**src/hdl/ksttl_pkg.sv**
```systemverilog
// Shared types and constants for the keyed slot table with lifetimes.
// Holds the entry layout, action and register codes, and the control and status bundles.
// No dependencies.
`default_nettype none

package ksttl_pkg;

  // Action codes carried in the low bits of each input beat.
  localparam logic [2:0] ACT_INSERT = 3'd0;
  localparam logic [2:0] ACT_LOOKUP = 3'd1;
  localparam logic [2:0] ACT_REMOVE = 3'd2;
  localparam logic [2:0] ACT_TICK   = 3'd3;
  localparam logic [2:0] ACT_CLEAR  = 3'd4;

  // Configuration register indexes and their reset values.
  localparam int          CFG_IDX_W          = 8;
  localparam logic [7:0]  CFG_FIRST_EVICT    = 8'd0;
  localparam logic [7:0]  CFG_SECOND_EVICT   = 8'd1;
  localparam logic [7:0]  FIRST_EVICT_RESET  = 8'd5;
  localparam logic [7:0]  SECOND_EVICT_RESET = 8'd9;

  // Beat widths.
  localparam int IN_W  = 72;
  localparam int OUT_W = 16;

  // Stored entry; the valid bit lives in flip-flops beside the memory.
  typedef struct packed {
    logic [15:0] key;
    logic [7:0]  mdata;
    logic [7:0]  coord_a;
    logic [7:0]  coord_b;
    logic [7:0]  etype;
    logic [7:0]  life;
  } entry_t;

  localparam int ENTRY_W = $bits(entry_t);

  // What a table scan does with each valid entry.
  typedef enum logic [1:0] {
    MODE_EVICT1,
    MODE_EVICT2,
    MODE_FIND,
    MODE_TICK
  } scan_mode_t;

  // Commands from the controller to the datapath.
  typedef struct packed {
    logic       load_item;
    logic       scan_start;
    scan_mode_t scan_mode;
    logic       wipe;
    logic       ins_wr;
    logic       out_load;
  } cmd_t;

  // Status from the datapath to the controller.
  typedef struct packed {
    logic [2:0] action;
    logic       full;
    logic       busy;
  } sts_t;

endpackage

`default_nettype wire

```
**src/hdl/ksttl_ram.sv**
```systemverilog
// Generic simple dual-port RAM with one write port and a registered read port.
// No dependencies.
`default_nettype none

module ksttl_ram #(
  parameter int WIDTH = 8,
  parameter int DEPTH = 64
) (
  input  wire                      clk,
  input  wire                      we,
  input  wire  [$clog2(DEPTH)-1:0] waddr,
  input  wire  [WIDTH-1:0]         wdata,
  input  wire  [$clog2(DEPTH)-1:0] raddr,
  output logic [WIDTH-1:0]         rdata
);

  logic [WIDTH-1:0] mem [DEPTH];

  // Write and registered read.
  always_ff @(posedge clk) begin
    if (we) begin
      mem[waddr] <= wdata;
    end
    rdata <= mem[raddr];
  end

endmodule

`default_nettype wire

```
**src/hdl/ksttl_ctrl.sv**
```systemverilog
// Controller state machine for the keyed slot table.
// Sequences scans, eviction, insert and result hand-off; uses ksttl_pkg.
`default_nettype none

module ksttl_ctrl (
  input  wire                 clk,
  input  wire                 rst_n,
  input  wire                 in_tvalid,
  output logic                in_tready,
  output logic                out_tvalid,
  input  wire                 out_tready,
  input  wire  ksttl_pkg::sts_t sts,
  output ksttl_pkg::cmd_t     cmd
);

  typedef enum logic [2:0] {
    ST_IDLE,
    ST_DECIDE,
    ST_SCAN,
    ST_INS_RD,
    ST_INS_WR,
    ST_DONE
  } state_t;

  state_t                  state_r, state_nxt;
  ksttl_pkg::scan_mode_t   phase_r, phase_nxt;
  logic                    out_valid_r;

  assign out_tvalid = out_valid_r;
  assign in_tready  = (state_r == ST_IDLE);

  // Command decode and next state.
  always_comb begin
    cmd        = '0;
    state_nxt  = state_r;
    phase_nxt  = phase_r;
    case (state_r)
      ST_IDLE: begin
        if (in_tvalid) begin
          cmd.load_item = 1'b1;
          state_nxt     = ST_DECIDE;
        end
      end
      ST_DECIDE: begin
        case (sts.action)
          ksttl_pkg::ACT_INSERT: begin
            if (sts.full) begin
              cmd.scan_start = 1'b1;
              cmd.scan_mode  = ksttl_pkg::MODE_EVICT1;
              phase_nxt      = ksttl_pkg::MODE_EVICT1;
              state_nxt      = ST_SCAN;
            end else begin
              state_nxt = ST_INS_RD;
            end
          end
          ksttl_pkg::ACT_LOOKUP, ksttl_pkg::ACT_REMOVE: begin
            cmd.scan_start = 1'b1;
            cmd.scan_mode  = ksttl_pkg::MODE_FIND;
            phase_nxt      = ksttl_pkg::MODE_FIND;
            state_nxt      = ST_SCAN;
          end
          ksttl_pkg::ACT_TICK: begin
            cmd.scan_start = 1'b1;
            cmd.scan_mode  = ksttl_pkg::MODE_TICK;
            phase_nxt      = ksttl_pkg::MODE_TICK;
            state_nxt      = ST_SCAN;
          end
          ksttl_pkg::ACT_CLEAR: begin
            cmd.wipe  = 1'b1;
            state_nxt = ST_DONE;
          end
          default: begin
            state_nxt = ST_DONE;
          end
        endcase
      end
      ST_SCAN: begin
        if (!sts.busy) begin
          case (phase_r)
            ksttl_pkg::MODE_EVICT1: begin
              if (sts.full) begin
                cmd.scan_start = 1'b1;
                cmd.scan_mode  = ksttl_pkg::MODE_EVICT2;
                phase_nxt      = ksttl_pkg::MODE_EVICT2;
              end else begin
                state_nxt = ST_INS_RD;
              end
            end
            ksttl_pkg::MODE_EVICT2: begin
              // Still full after both eviction passes: empty the table.
              cmd.wipe  = sts.full;
              state_nxt = ST_INS_RD;
            end
            default: begin
              state_nxt = ST_DONE;
            end
          endcase
        end
      end
      ST_INS_RD: begin
        state_nxt = ST_INS_WR;
      end
      ST_INS_WR: begin
        cmd.ins_wr = 1'b1;
        state_nxt  = ST_DONE;
      end
      ST_DONE: begin
        if (!out_valid_r || out_tready) begin
          cmd.out_load = 1'b1;
          state_nxt    = ST_IDLE;
        end
      end
      default: begin
        state_nxt = ST_IDLE;
      end
    endcase
  end

  // State, scan phase and the output valid flag.
  always_ff @(posedge clk) begin
    if (!rst_n) begin
      state_r     <= ST_IDLE;
      phase_r     <= ksttl_pkg::MODE_EVICT1;
      out_valid_r <= 1'b0;
    end else begin
      state_r <= state_nxt;
      phase_r <= phase_nxt;
      if (cmd.out_load) begin
        out_valid_r <= 1'b1;
      end else if (out_tready) begin
        out_valid_r <= 1'b0;
      end
    end
  end

endmodule

`default_nettype wire

```
**src/hdl/ksttl_dp.sv**
```systemverilog
// Datapath for the keyed slot table: entry and free-stack memories, valid bits,
// scan pipeline, counters and result registers. Uses ksttl_pkg and ksttl_ram.
`default_nettype none

module ksttl_dp #(
  parameter int TABLE_ENTRIES = 64
) (
  input  wire                          clk,
  input  wire                          rst_n,
  input  wire  [ksttl_pkg::IN_W-1:0]   in_tdata,
  input  wire                          cfg_we,
  input  wire  [ksttl_pkg::CFG_IDX_W-1:0] cfg_index,
  input  wire  [7:0]                   cfg_data,
  input  ksttl_pkg::cmd_t              cmd,
  output ksttl_pkg::sts_t              sts,
  output logic [ksttl_pkg::OUT_W-1:0]  out_tdata
);

  localparam int IW = $clog2(TABLE_ENTRIES);
  localparam int CW = $clog2(TABLE_ENTRIES + 1);
  localparam logic [IW-1:0] LAST_IDX = IW'(TABLE_ENTRIES - 1);
  localparam logic [CW-1:0] FULL_CNT = CW'(TABLE_ENTRIES);

  // Item and configuration registers.
  logic [2:0]        action_r;
  ksttl_pkg::entry_t item_r;
  logic [7:0]        evict1_r, evict2_r;

  // Table state.
  logic [TABLE_ENTRIES-1:0] valid_r, valid_nxt;
  logic [TABLE_ENTRIES-1:0] wrt_r, wrt_nxt;
  logic [CW-1:0]            used_r, used_nxt;

  // Scan pipeline.
  logic                  issue_act_r, rd_vld_r;
  logic [IW-1:0]         addr_r, rd_idx_r;
  ksttl_pkg::scan_mode_t mode_r;

  // Working result.
  logic          hit_r, hit_nxt;
  logic [IW-1:0] slot_r, slot_nxt;
  logic [CW-1:0] freed_r, freed_nxt;
  logic [ksttl_pkg::OUT_W-1:0] out_r;

  // Memory ports.
  logic [ksttl_pkg::ENTRY_W-1:0] ent_rdata, ent_wdata;
  logic                          ent_we;
  logic [IW-1:0]                 ent_waddr;
  logic [IW-1:0]                 stk_rdata, push_pos, used_idx, ins_slot;
  logic                          rel;

  ksttl_pkg::entry_t ent, ent_wr;
  logic [7:0]        tsel, new_life;
  logic              ent_ok, match, found;

  assign ent      = ksttl_pkg::entry_t'(ent_rdata);
  assign used_idx = used_r[IW-1:0];
  assign push_pos = IW'(used_r - CW'(1));
  assign ins_slot = wrt_r[used_idx] ? stk_rdata : used_idx;

  // Evaluation of the entry read back from memory.
  always_comb begin
    tsel     = (mode_r == ksttl_pkg::MODE_EVICT1) ? evict1_r : evict2_r;
    new_life = ent.life - 8'd1;
    ent_ok   = rd_vld_r && valid_r[rd_idx_r];
    match    = (ent.key == item_r.key) && (ent.mdata == item_r.mdata) &&
               (ent.coord_a == item_r.coord_a) && (ent.coord_b == item_r.coord_b) &&
               (ent.etype == item_r.etype);
    found    = ent_ok && (mode_r == ksttl_pkg::MODE_FIND) && match;
    case (mode_r)
      ksttl_pkg::MODE_EVICT1, ksttl_pkg::MODE_EVICT2: rel = ent_ok && (ent.etype == tsel);
      ksttl_pkg::MODE_FIND: rel = found && (action_r == ksttl_pkg::ACT_REMOVE);
      ksttl_pkg::MODE_TICK: rel = ent_ok && ((new_life == 8'd0) || new_life[7]);
      default:              rel = 1'b0;
    endcase
  end

  // Entry memory write: lifetime write-back on tick, new entry on insert.
  always_comb begin
    ent_wr      = ent;
    ent_wr.life = new_life;
    ent_we      = cmd.ins_wr || (ent_ok && (mode_r == ksttl_pkg::MODE_TICK));
    ent_waddr   = cmd.ins_wr ? ins_slot : rd_idx_r;
    ent_wdata   = cmd.ins_wr ? item_r : ent_wr;
  end

  ksttl_ram #(.WIDTH(ksttl_pkg::ENTRY_W), .DEPTH(TABLE_ENTRIES)) u_entry_ram (
    .clk   (clk),
    .we    (ent_we),
    .waddr (ent_waddr),
    .wdata (ent_wdata),
    .raddr (addr_r),
    .rdata (ent_rdata)
  );

  // Free-slot stack; a position never written since clear reads as its own index.
  ksttl_ram #(.WIDTH(IW), .DEPTH(TABLE_ENTRIES)) u_stack_ram (
    .clk   (clk),
    .we    (rel && (used_r != '0)),
    .waddr (push_pos),
    .wdata (rd_idx_r),
    .raddr (used_idx),
    .rdata (stk_rdata)
  );

  // Next table state and working result.
  always_comb begin
    valid_nxt = valid_r;
    wrt_nxt   = wrt_r;
    used_nxt  = used_r;
    hit_nxt   = hit_r;
    slot_nxt  = slot_r;
    freed_nxt = freed_r;
    if (cmd.load_item) begin
      hit_nxt   = 1'b0;
      slot_nxt  = '0;
      freed_nxt = '0;
    end
    if (rel) begin
      valid_nxt[rd_idx_r] = 1'b0;
      freed_nxt           = freed_r + CW'(1);
      if (used_r != '0) begin
        used_nxt          = used_r - CW'(1);
        wrt_nxt[push_pos] = 1'b1;
      end
    end
    if (found) begin
      hit_nxt  = 1'b1;
      slot_nxt = rd_idx_r;
    end
    if (cmd.wipe) begin
      freed_nxt = freed_r + used_r;
      used_nxt  = '0;
      valid_nxt = '0;
      wrt_nxt   = '0;
    end
    if (cmd.ins_wr) begin
      valid_nxt[ins_slot] = 1'b1;
      used_nxt            = used_r + CW'(1);
      hit_nxt             = 1'b1;
      slot_nxt            = ins_slot;
    end
  end

  // Control state: table bookkeeping, scan pipeline, configuration.
  always_ff @(posedge clk) begin
    if (!rst_n) begin
      valid_r     <= '0;
      wrt_r       <= '0;
      used_r      <= '0;
      issue_act_r <= 1'b0;
      rd_vld_r    <= 1'b0;
      addr_r      <= '0;
      mode_r      <= ksttl_pkg::MODE_EVICT1;
      evict1_r    <= ksttl_pkg::FIRST_EVICT_RESET;
      evict2_r    <= ksttl_pkg::SECOND_EVICT_RESET;
    end else begin
      valid_r <= valid_nxt;
      wrt_r   <= wrt_nxt;
      used_r  <= used_nxt;
      if (cfg_we && (cfg_index == ksttl_pkg::CFG_FIRST_EVICT)) begin
        evict1_r <= cfg_data;
      end
      if (cfg_we && (cfg_index == ksttl_pkg::CFG_SECOND_EVICT)) begin
        evict2_r <= cfg_data;
      end
      if (cmd.scan_start) begin
        issue_act_r <= 1'b1;
        rd_vld_r    <= 1'b0;
        addr_r      <= '0;
        mode_r      <= cmd.scan_mode;
      end else begin
        rd_vld_r <= issue_act_r && !found;
        if (issue_act_r) begin
          if (found || (addr_r == LAST_IDX)) begin
            issue_act_r <= 1'b0;
          end else begin
            addr_r <= addr_r + IW'(1);
          end
        end
      end
    end
  end

  // Payload registers: item fields with offsets applied, scan index, results.
  always_ff @(posedge clk) begin
    rd_idx_r <= addr_r;
    hit_r    <= hit_nxt;
    slot_r   <= slot_nxt;
    freed_r  <= freed_nxt;
    if (cmd.load_item) begin
      action_r      <= in_tdata[2:0];
      item_r.key    <= in_tdata[18:3];
      item_r.mdata  <= in_tdata[26:19];
      item_r.coord_a <= in_tdata[34:27] + {4'd0, in_tdata[50:47]} - 8'd1;
      item_r.coord_b <= in_tdata[42:35] + {6'd0, in_tdata[44:43]} - 8'd1;
      item_r.etype  <= in_tdata[58:51];
      item_r.life   <= in_tdata[66:59];
    end
    if (cmd.out_load) begin
      out_r <= {2'b00, 7'(freed_r), 6'(slot_r), hit_r};
    end
  end

  assign out_tdata  = out_r;
  assign sts.action = action_r;
  assign sts.full   = (used_r == FULL_CNT);
  assign sts.busy   = issue_act_r || rd_vld_r;

  // The fill count never passes the table size.
  a_used_bound: assert property (@(posedge clk) disable iff (!rst_n)
    used_r <= FULL_CNT) else $error("used count above table size");

  // Insert only lands on a free slot.
  a_ins_free: assert property (@(posedge clk) disable iff (!rst_n)
    cmd.ins_wr |-> !valid_r[ins_slot]) else $error("insert onto a valid slot");

  // A wipe leaves the table empty.
  a_wipe: assert property (@(posedge clk) disable iff (!rst_n)
    cmd.wipe |=> (used_r == '0) && (valid_r == '0)) else $error("wipe left entries");

  // A match ends the scan at once.
  a_found_stop: assert property (@(posedge clk) disable iff (!rst_n)
    found |=> !sts.busy) else $error("scan continued after match");

endmodule

`default_nettype wire

```
**src/hdl/keyed_slot_table_with_ttl.sv**
```systemverilog
// Keyed slot table with lifetimes. Lookup, remove and tick scan one entry per cycle;
// a full-table insert adds up to two such scans.
// One item is in work at a time: the next beat is taken in the cycle after the result
// is loaded.
// Synchronous active-low reset empties the table at once (valid bits in flip-flops).
`default_nettype none

module keyed_slot_table_with_ttl #(
  parameter int TABLE_ENTRIES = 64
) (
  input  wire                              clk,
  input  wire                              rst_n,
  input  wire                              in_tvalid,
  output logic                             in_tready,
  // action[2:0], key_id[18:3], map_data[26:19], map_a[34:27], map_b[42:35],
  // offset_code[50:43], entry_type[58:51], lifetime[66:59], zeros above
  input  wire  [ksttl_pkg::IN_W-1:0]       in_tdata,
  output logic                             out_tvalid,
  input  wire                              out_tready,
  // hit[0], slot[6:1], freed_count[13:7], zeros above
  output logic [ksttl_pkg::OUT_W-1:0]      out_tdata,
  input  wire                              cfg_valid,
  output logic                             cfg_ready,
  input  wire  [ksttl_pkg::CFG_IDX_W-1:0]  cfg_index,
  input  wire  [7:0]                       cfg_data
);

  ksttl_pkg::cmd_t cmd;
  ksttl_pkg::sts_t sts;

  assign cfg_ready = 1'b1;

  ksttl_ctrl u_ctrl (
    .clk        (clk),
    .rst_n      (rst_n),
    .in_tvalid  (in_tvalid),
    .in_tready  (in_tready),
    .out_tvalid (out_tvalid),
    .out_tready (out_tready),
    .sts        (sts),
    .cmd        (cmd)
  );

  ksttl_dp #(.TABLE_ENTRIES(TABLE_ENTRIES)) u_dp (
    .clk       (clk),
    .rst_n     (rst_n),
    .in_tdata  (in_tdata),
    .cfg_we    (cfg_valid && cfg_ready),
    .cfg_index (cfg_index),
    .cfg_data  (cfg_data),
    .cmd       (cmd),
    .sts       (sts),
    .out_tdata (out_tdata)
  );

endmodule

`default_nettype wire

```
**config.mk**
```make
export PLATFORM = sky130hd
export DESIGN_NAME = keyed_slot_table_with_ttl
export DESIGN_NICKNAME = d
export VERILOG_FILES = /design/src/hdl/ksttl_pkg.sv /design/src/hdl/ksttl_ram.sv /design/src/hdl/ksttl_ctrl.sv /design/src/hdl/ksttl_dp.sv /design/src/hdl/keyed_slot_table_with_ttl.sv
export SDC_FILE = /design/constraint.sdc
export NUM_CORES = 2
export LEC_CHECK = 0
export BUFFER_PORTS_ARGS = -buffer_cell sky130_fd_sc_hd__buf_2
export CAP_MARGIN = 10
export CORE_UTILIZATION = 50
export DETAILED_ROUTE_END_ITERATION = 7
export GPL_TIMING_DRIVEN = 0
export HOLD_SLACK_MARGIN = 0.1
export PLACE_DENSITY = 0.61
export SLEW_MARGIN = 20
export SYNTH_ARGS = -nofsm -noshare
export SYNTH_HDL_FRONTEND = slang
export SYNTH_HIERARCHICAL = 1
export SYNTH_SLANG_ARGS = --single-unit
```
**constraint.sdc**
```tcl
create_clock -name clk -period 19.8 [get_ports clk]
set_input_delay 1.98 -clock clk [delete_from_list [all_inputs] [get_ports clk]]
set_output_delay 1.98 -clock clk [all_outputs]
set_load 0.05 [all_outputs]
```
=== Word level (Yosys, flattened, before mapping) ===
Memories as Yosys holds them, arrays and structs flattened. A register that Yosys moved wholly into a read port is not among the register bits.
Index checks and enable logic that the tools add are counted.

* Bits in registers: 260
* RAM bits: 3968
* Input bits: 93
* Output and inout bits: 19
* Memories: 2

* Add/subtract/negate cells: 10
* $lt $le $gt $ge: 7
* Equality and inequality tests: 30
* Mux-type cells: 64
* Bitwise logic cells: 6
* Reduce and logical (&&, ||, !) cells: 49

{| class="wikitable"
|+ Memory list
! memory !! words !! width !! rd ports !! clocked after Yosys merged registers in !! write ports !! RTL line !! source
|-
| u_dp.u_entry_ram.mem || 64 || 56 || 1 || 1 || 1 || ksttl_ram.sv:17 || <nowiki>logic [WIDTH-1:0] mem [DEPTH];</nowiki>
|-
| u_dp.u_stack_ram.mem || 64 || 6 || 1 || 1 || 1 || ksttl_ram.sv:17 ||
|}

{| class="wikitable"
|+ Operator list
! cell !! count
|-
| 2-to-1 mux 64 bit || 3
|-
| bitwise OR 64 bit || 2
|-
| AND 64 bit || 1
|-
| NOT 64 bit || 1
|-
| 2-to-1 mux 56 bit || 1
|-
| 2-to-1 mux 7 bit || 7
|-
| == test 8 bit || 5
|-
| 2-to-1 mux 6 bit || 5
|-
| < comparator 6 x 7 -> 1 bit (second input constant) || 4
|-
| subtractor 8 x 1 -> 8 bit (second input constant) || 3
|-
| 2-to-1 mux 1 bit || 22
|-
| 2-to-1 mux 3 bit || 7
|-
| demux 1 bit (select 6 bit) || 3
|-
| >= comparator 6 x 1 -> 1 bit (second input constant) || 3
|-
| logical AND 1 bit || 18
|-
| one-hot mux 3 bit (6 select lines) || 1
|-
| == test 16 bit || 1
|-
| logical NOT 8 bit || 2
|-
| adder 7 x 1 -> 7 bit (second input constant) || 2
|-
| binary-select mux 1 bit (select 6 bit) || 2
|-
| == test 3 x 2 -> 1 bit (second input constant) || 4
|-
| one-hot mux 3 bit (2 select lines) || 2
|-
| nonzero test 3 bit || 4
|-
| OR reduction 2 bit || 5
|-
| other kinds (36) || 58
|}

=== Logic depth before layout (Yosys ltp) ===
* Depth in word-level cells: 12
* Gate-level depth with buffers: 17
* Mapped depth without buffers: 13

=== By module ===
The synthesis kept the hierarchy.

{| class="wikitable"
|+ By module, submodules not included
! module !! times used !! cells an instance !! area each (sq um)
|-
| ksttl_ram (u_dp.u_entry_ram) || 1 || 5949 || 136983.9
|-
| ksttl_ram (u_dp.u_stack_ram) || 1 || 720 || 15225.9
|-
| ksttl_dp || 1 || 1407 || 13621.8
|-
| ksttl_ctrl || 1 || 57 || 479.2
|-
| keyed_slot_table_with_ttl || 1 || 2 || 11.3
|}

=== Worst setup path after synthesis ===
No wires, ideal clock.

* Kind: reg2reg
* Start point: register u_dp.rd_idx_r[1]
* End point: memory u_dp/u_entry_ram/mem[48][0] (netlist name) (enable)
* Library setup time: 0.538 ns
* Data arrival time: 6.966 ns
* Required time: 19.262 ns
* Slack: 12.296 ns
* Stages on the path, launching flop included: 12
* Clock period less this slack: 7.504 ns
* Path through: dfxtp_1 -> buf_4 -> buf_4 -> nand2_1 -> mux4_2 -> a21oi_1 -> a2111oi_1 -> a31oi_4 -> a31o_2 -> nor2b_1 -> nand4b_1 -> nor3_1

* Word-level cells in the longest chain between the ends: 7
* Elaborated cells between the ends (all ways): 8

{| class="wikitable"
|+ Ends and longest elaborated chain
! element !! RTL line !! source
|-
| from (decl) || ksttl_dp.sv:36 || <nowiki>logic [IW-1:0] addr_r, rd_idx_r;</nowiki>
|-
| from (signal assigned) || ksttl_dp.sv:187 || <nowiki>rd_idx_r <= addr_r;</nowiki>
|-
| binary-select mux 1 bit (select 6 bit) || ksttl_dp.sv:65 || <nowiki>ent_ok = rd_vld_r && valid_r[rd_idx_r];</nowiki>
|-
| 2-to-1 mux 1 bit (implied by the code) || ksttl_dp.sv:65 ||
|-
| logical AND 1 bit || ksttl_dp.sv:65 ||
|-
| logical AND 1 bit || ksttl_dp.sv:82 || <nowiki>ent_we = cmd.ins_wr || (ent_ok && (mode_r == ksttl_pkg::MODE_TICK));</nowiki>
|-
| logical OR 1 bit || ksttl_dp.sv:82 ||
|-
| via u_dp.ent_we || ksttl_dp.sv:47 || <nowiki>logic ent_we;</nowiki>
|-
| 2-to-1 mux 1 bit || ksttl_ram.sv:21 || <nowiki>if (we) begin</nowiki>
|-
| 2-to-1 mux 1 bit (implied by the code) || ksttl_ram.sv:22 || <nowiki>mem[waddr] <= wdata;</nowiki>
|-
| to (decl) || ksttl_ram.sv:17 ||
|}

The timed path passes the listed nets, and every way through them passes these cells. The select of a mux whose other input is x is not followed.

=== Worst setup path after layout ===
* Start point: register u_dp.used_r[1]
* End point: memory u_dp/u_entry_ram/mem[35][26] (netlist name) (enable)

* Word-level cells in the longest chain between the ends: 4

{| class="wikitable"
|+ Ends and longest elaborated chain
! element !! RTL line !! source
|-
| from (decl) || ksttl_dp.sv:32 || <nowiki>logic [CW-1:0] used_r, used_nxt;</nowiki>
|-
| from (signal assigned) || ksttl_dp.sv:160 || <nowiki>used_r <= used_nxt;</nowiki>
|-
| binary-select mux 1 bit (select 6 bit) || ksttl_dp.sv:59 || <nowiki>assign ins_slot = wrt_r[used_idx] ? stk_rdata : used_idx;</nowiki>
|-
| 2-to-1 mux 1 bit (implied by the code) || ksttl_dp.sv:59 ||
|-
| 2-to-1 mux 6 bit || ksttl_dp.sv:59 ||
|-
| 2-to-1 mux 6 bit || ksttl_dp.sv:83 || <nowiki>ent_waddr = cmd.ins_wr ? ins_slot : rd_idx_r;</nowiki>
|-
| via u_dp.ent_waddr[5] || ksttl_dp.sv:48 || <nowiki>logic [IW-1:0] ent_waddr;</nowiki>
|}

The timed path passes the listed nets, and every way through them passes these cells. The select of a mux whose other input is x is not followed.

==> metrics.md <==
| Metric | Value |
|---|---|
| Synth Flop Type | `edfxtp_1` |
| Tmin final | `between 6000 and 7000 ps` |
| Hold path start | `u_dp/slot_r[1]` |
| GRT Overall Usage | `between 20 and 30%` |
| #FFs+latches synth | `between 4000 and 5000` |
| # DRC | `0` |
| Largest net degree at the start of global routing | `71` |
| Final period util | `between 30% and 40%` |
| Synthesized instance count | `~8100` |
| Slew margin rel. | `between 10 and 15%` |
| DR pass1 iterations | `6` |
| Cell variety after synth | `between 90 and 100` |
| Final count of pins violating max slew | `0` |
| Slew @ Worst Pin | `roughly 1300 ps` |
| Final wirelength | `503000 um` |
| Status | `complete, no violations` |
| Vias per inst | `roughly 6.6` |
| Highest-count cells in the layout ignoring fill and taps | `edfxtp_1 (4054), mux4_2 (912), clkbuf_16 (439)` |
| Setup Crit Path Kind | `flop to flop` |
| CORE AREA | `about 330000 um2` |
| Hold Buf Count CTS | `0` |
| PD cells | `roughly 120 nW/um2` |
| RSZ-0062 raised after global routing | `no` |
| Worst reg2reg path startpoint | `u_dp/used_r[1]` |
| Min-delay worst type | `flop to flop` |
| Clock Path Buffers | `4` |
| H-tree lvl count | `5` |
| Synth warn | `6` |
| Final #Nets | `9052` |
| Detail Placement HPWL | `about 340000 um` |
| Setup crit end kind | `flop` |
| Die width | `~580 um` |
| Starting Density | `approximately half` |
| Number of top-level pins | `between 100 and 150` |
| Maximum fanout along the worst path | `15` |
| Via count | `about 90000` |
| Register area share after synthesis | `roughly 76%` |
| CTS buffer count | `~430` |
| GPL Wtd Cong | `slightly above 0.9` |
| Post-DRT Antenna Nets | `0` |
| WHS Endpoint | `u_dp/out_tdata[2]` |
| Syn avg cell area | `approximately 20 um2` |
| Max-Cap Viols | `0` |
| Total negative slack | `0 ps` |
| Hold Crit Depth | `0` |
| Clk_skew | `a little under 70 ps` |
| PostCTS Resize Cnt | `0` |
| Startpoint types | `flop` |
| FMAX | `approximately 150 MHz` |
| Clock transition at path regs | `about 60 ps` |
| # clock sinks | `approximately 4300` |
| First-pass GRT wire length | `a little under 700000 um` |
| Overflow after GRT | `0` |
| R2r endpoint | `u_dp/u_entry_ram/mem[35][26]` |
| Max IR drop VDD | `approximately 0.085 mV` |
| Area Growth Syn to Fin | `16.1%` |
| Hold Vio Cnt, Final | `0` |
| Async set-reset flop share out of synthesis | `0%` |
| Initial antenna violation count | `30` |
| # Post-CTS Setup Buffers | `0` |
| LEAKAGE | `approximately 60 nW` |
| Reg-to-reg slack, setup | `roughly 13000 ps` |
| CTS tree | `built` |
| Worst EP arrival | `7570 ps` |
| Die ar. | `335000 um2` |
| Clock insertion delay at the later pin of the skew report | `about 990 ps` |
| Wire per inst | `approximately 37 um` |
| Layout cell share with drive strength beyond 1 | `a little over a quarter` |
| Mapped cell area | `around 170000 um2` |
| Critical Path RT | `20500 ps` |
| Die height | `roughly 580 um` |
| # rows | `211` |
| Number of flops mapped to enable cells by yosys | `about 4000` |
| Reg2Reg Depth | `18` |
| Commonest non-fill, non-tap cell in the layout | `edfxtp_1` |
| Fill count | `~24000` |
| Number of port buffers | `100` |
| # setup viols final | `0` |
| Vias in the first global route | `about 90000` |
| Fin Hold WS | `around 410 ps` |
| Clock root buffer | `clkbuf_16` |
| DR iter-0 viols | `12200` |
==> worst max-delay path by stage <==
stage                          start  depth (start not counted)  slack [ps]                           end
floorplan           u_dp/rd_idx_r[1]                         11       12300   u_dp/u_entry_ram/mem[48][0]
global placement    u_dp/rd_idx_r[0]                         11        4980  u_dp/u_entry_ram/mem[49][26]
detailed placement    u_dp/used_r[1]                         18       13050  u_dp/u_entry_ram/mem[35][26]
CTS                   u_dp/used_r[1]                         18       13050  u_dp/u_entry_ram/mem[35][26]
global route          u_dp/used_r[1]                         18       12800  u_dp/u_entry_ram/mem[35][46]
finish                u_dp/used_r[1]                         18       12940  u_dp/u_entry_ram/mem[35][26]
==> sequential cells by signal, indices dropped and copies added (netlist names) <==
signal                  count
u_dp/u_stack_ram/mem      384
u_dp/wrt_r                 64
u_dp/u_stack_ram/rdata      6
u_dp/u_entry_ram/rdata     56
u_ctrl/phase_r              2
u_dp/issue_act_r            1
u_dp/addr_r                 6
u_dp/rd_vld_r               1
u_dp/mode_r                 2
u_dp/used_r                 7
u_dp/rd_idx_r               6
u_ctrl/state_r              3
u_dp/out_tdata             14
u_dp/evict2_r               8
u_dp/action_r               3
u_dp/freed_r                7
u_dp/evict1_r               8
u_dp/valid_r               64
u_dp/u_entry_ram/mem     3584
u_ctrl/out_tvalid           1
u_dp/hit_r                  1
u_dp/slot_r                 6
u_dp/item_r                56
==> worst max-delay path, stage by stage, from the launching register on <==
cell and delay (ps):
dfxtp_1 490, clkbuf_1 590, buf_2 420, mux4_2 340
mux2i_1 200, o22ai_1 160, or3b_1 370, o21a_1 150
buf_2 210, buf_2 230, nor2_1 110, a21oi_1 80
a21oi_1 640, clkbuf_1 410, or3b_2 490, clkbuf_1 410
nor2_4 790, buf_12 280, buf_16 170
==> through the flow <==
| stage | setup slack [ps] | std cells | instance area, um2 | power [mW] | util [%] |
|---|---|---|---|---|---|
| after CTS | 13050 | 13700 | 193000 | 23.1 | 58.4 |
| final | 12940 | 13700 | 193000 | 23.0 | 58.4 |
| after detailed placement | 13050 | 12900 | 178000 | 14.8 | 54.0 |
| after global placement | 4980 | 12600 | 172000 | 14.6 | 52.1 |
| after global routing | 12800 | 13700 | 193000 | 23.6 | 58.4 |
| after floorplan | 12300 | 8136 | 166000 | 13.3 | - |
==> cell type report <==
class	instances	area, um2	area share [%]
clock inverters	300	3090	1.60
repair buffers	354	5890	3.05
plain buffers	476	2630	1.36
clock buffers	516	11500	5.95
inverters	83	312	0.161
well taps	4366	5460	2.83
flip-flops and latches	4290	126000	65.5
diodes	8	20.0	0.0104
multi-input cells	3287	37800	19.6
==> per-layer routing <==
metal | track usage (%) | vias to the layer above | part of all wire, %
li1 | - | 35700 | -
met1 | 40.9 | 48000 | 37
met2 | 46.8 | 5257 | 47
met3 | 5.95 | 975 | 10
met4 | 14.3 | 12 | 5.6
met5 | 0 | - | 0.016
==> cells by family after synthesis <==
logic type      count (synthesis)  synth area share [%]
fa+ha+maj                      34                 0.269
buf+inv                       559                  1.75
mux                          1288                  14.7
xor+xnor                       82                 0.432
compound gates                994                  4.15
other cells                     2               0.00452
simple gates                  886                  2.62
flops                        4290                  76.0
==> Yosys cell counts (82+ instances only) <==
library cell	instances	area (um2)
a22oi_1	83	623
buf_2	135	676
clkbuf_1	197	739
dfxtp_1	236	4720
edfxtp_1	4054	122000
mux2_2	93	1050
mux2i_1	277	2770
mux4_2	912	20500
nand2_1	243	912
nor2_1	225	845
o21ai_0	108	541
o21ai_1	82	410
o22ai_1	272	1700
==> power breakdown <==
| group | internal (mW) | switching [mW] |
|---|---|---|
| Sequential | 11.0 | 0.144 |
| Combinational | 1.07 | 2.40 |
| Clock | 4.86 | 3.51 |
| Total | 16.9 | 6.06 |
(Power assumes the default switching activity.)
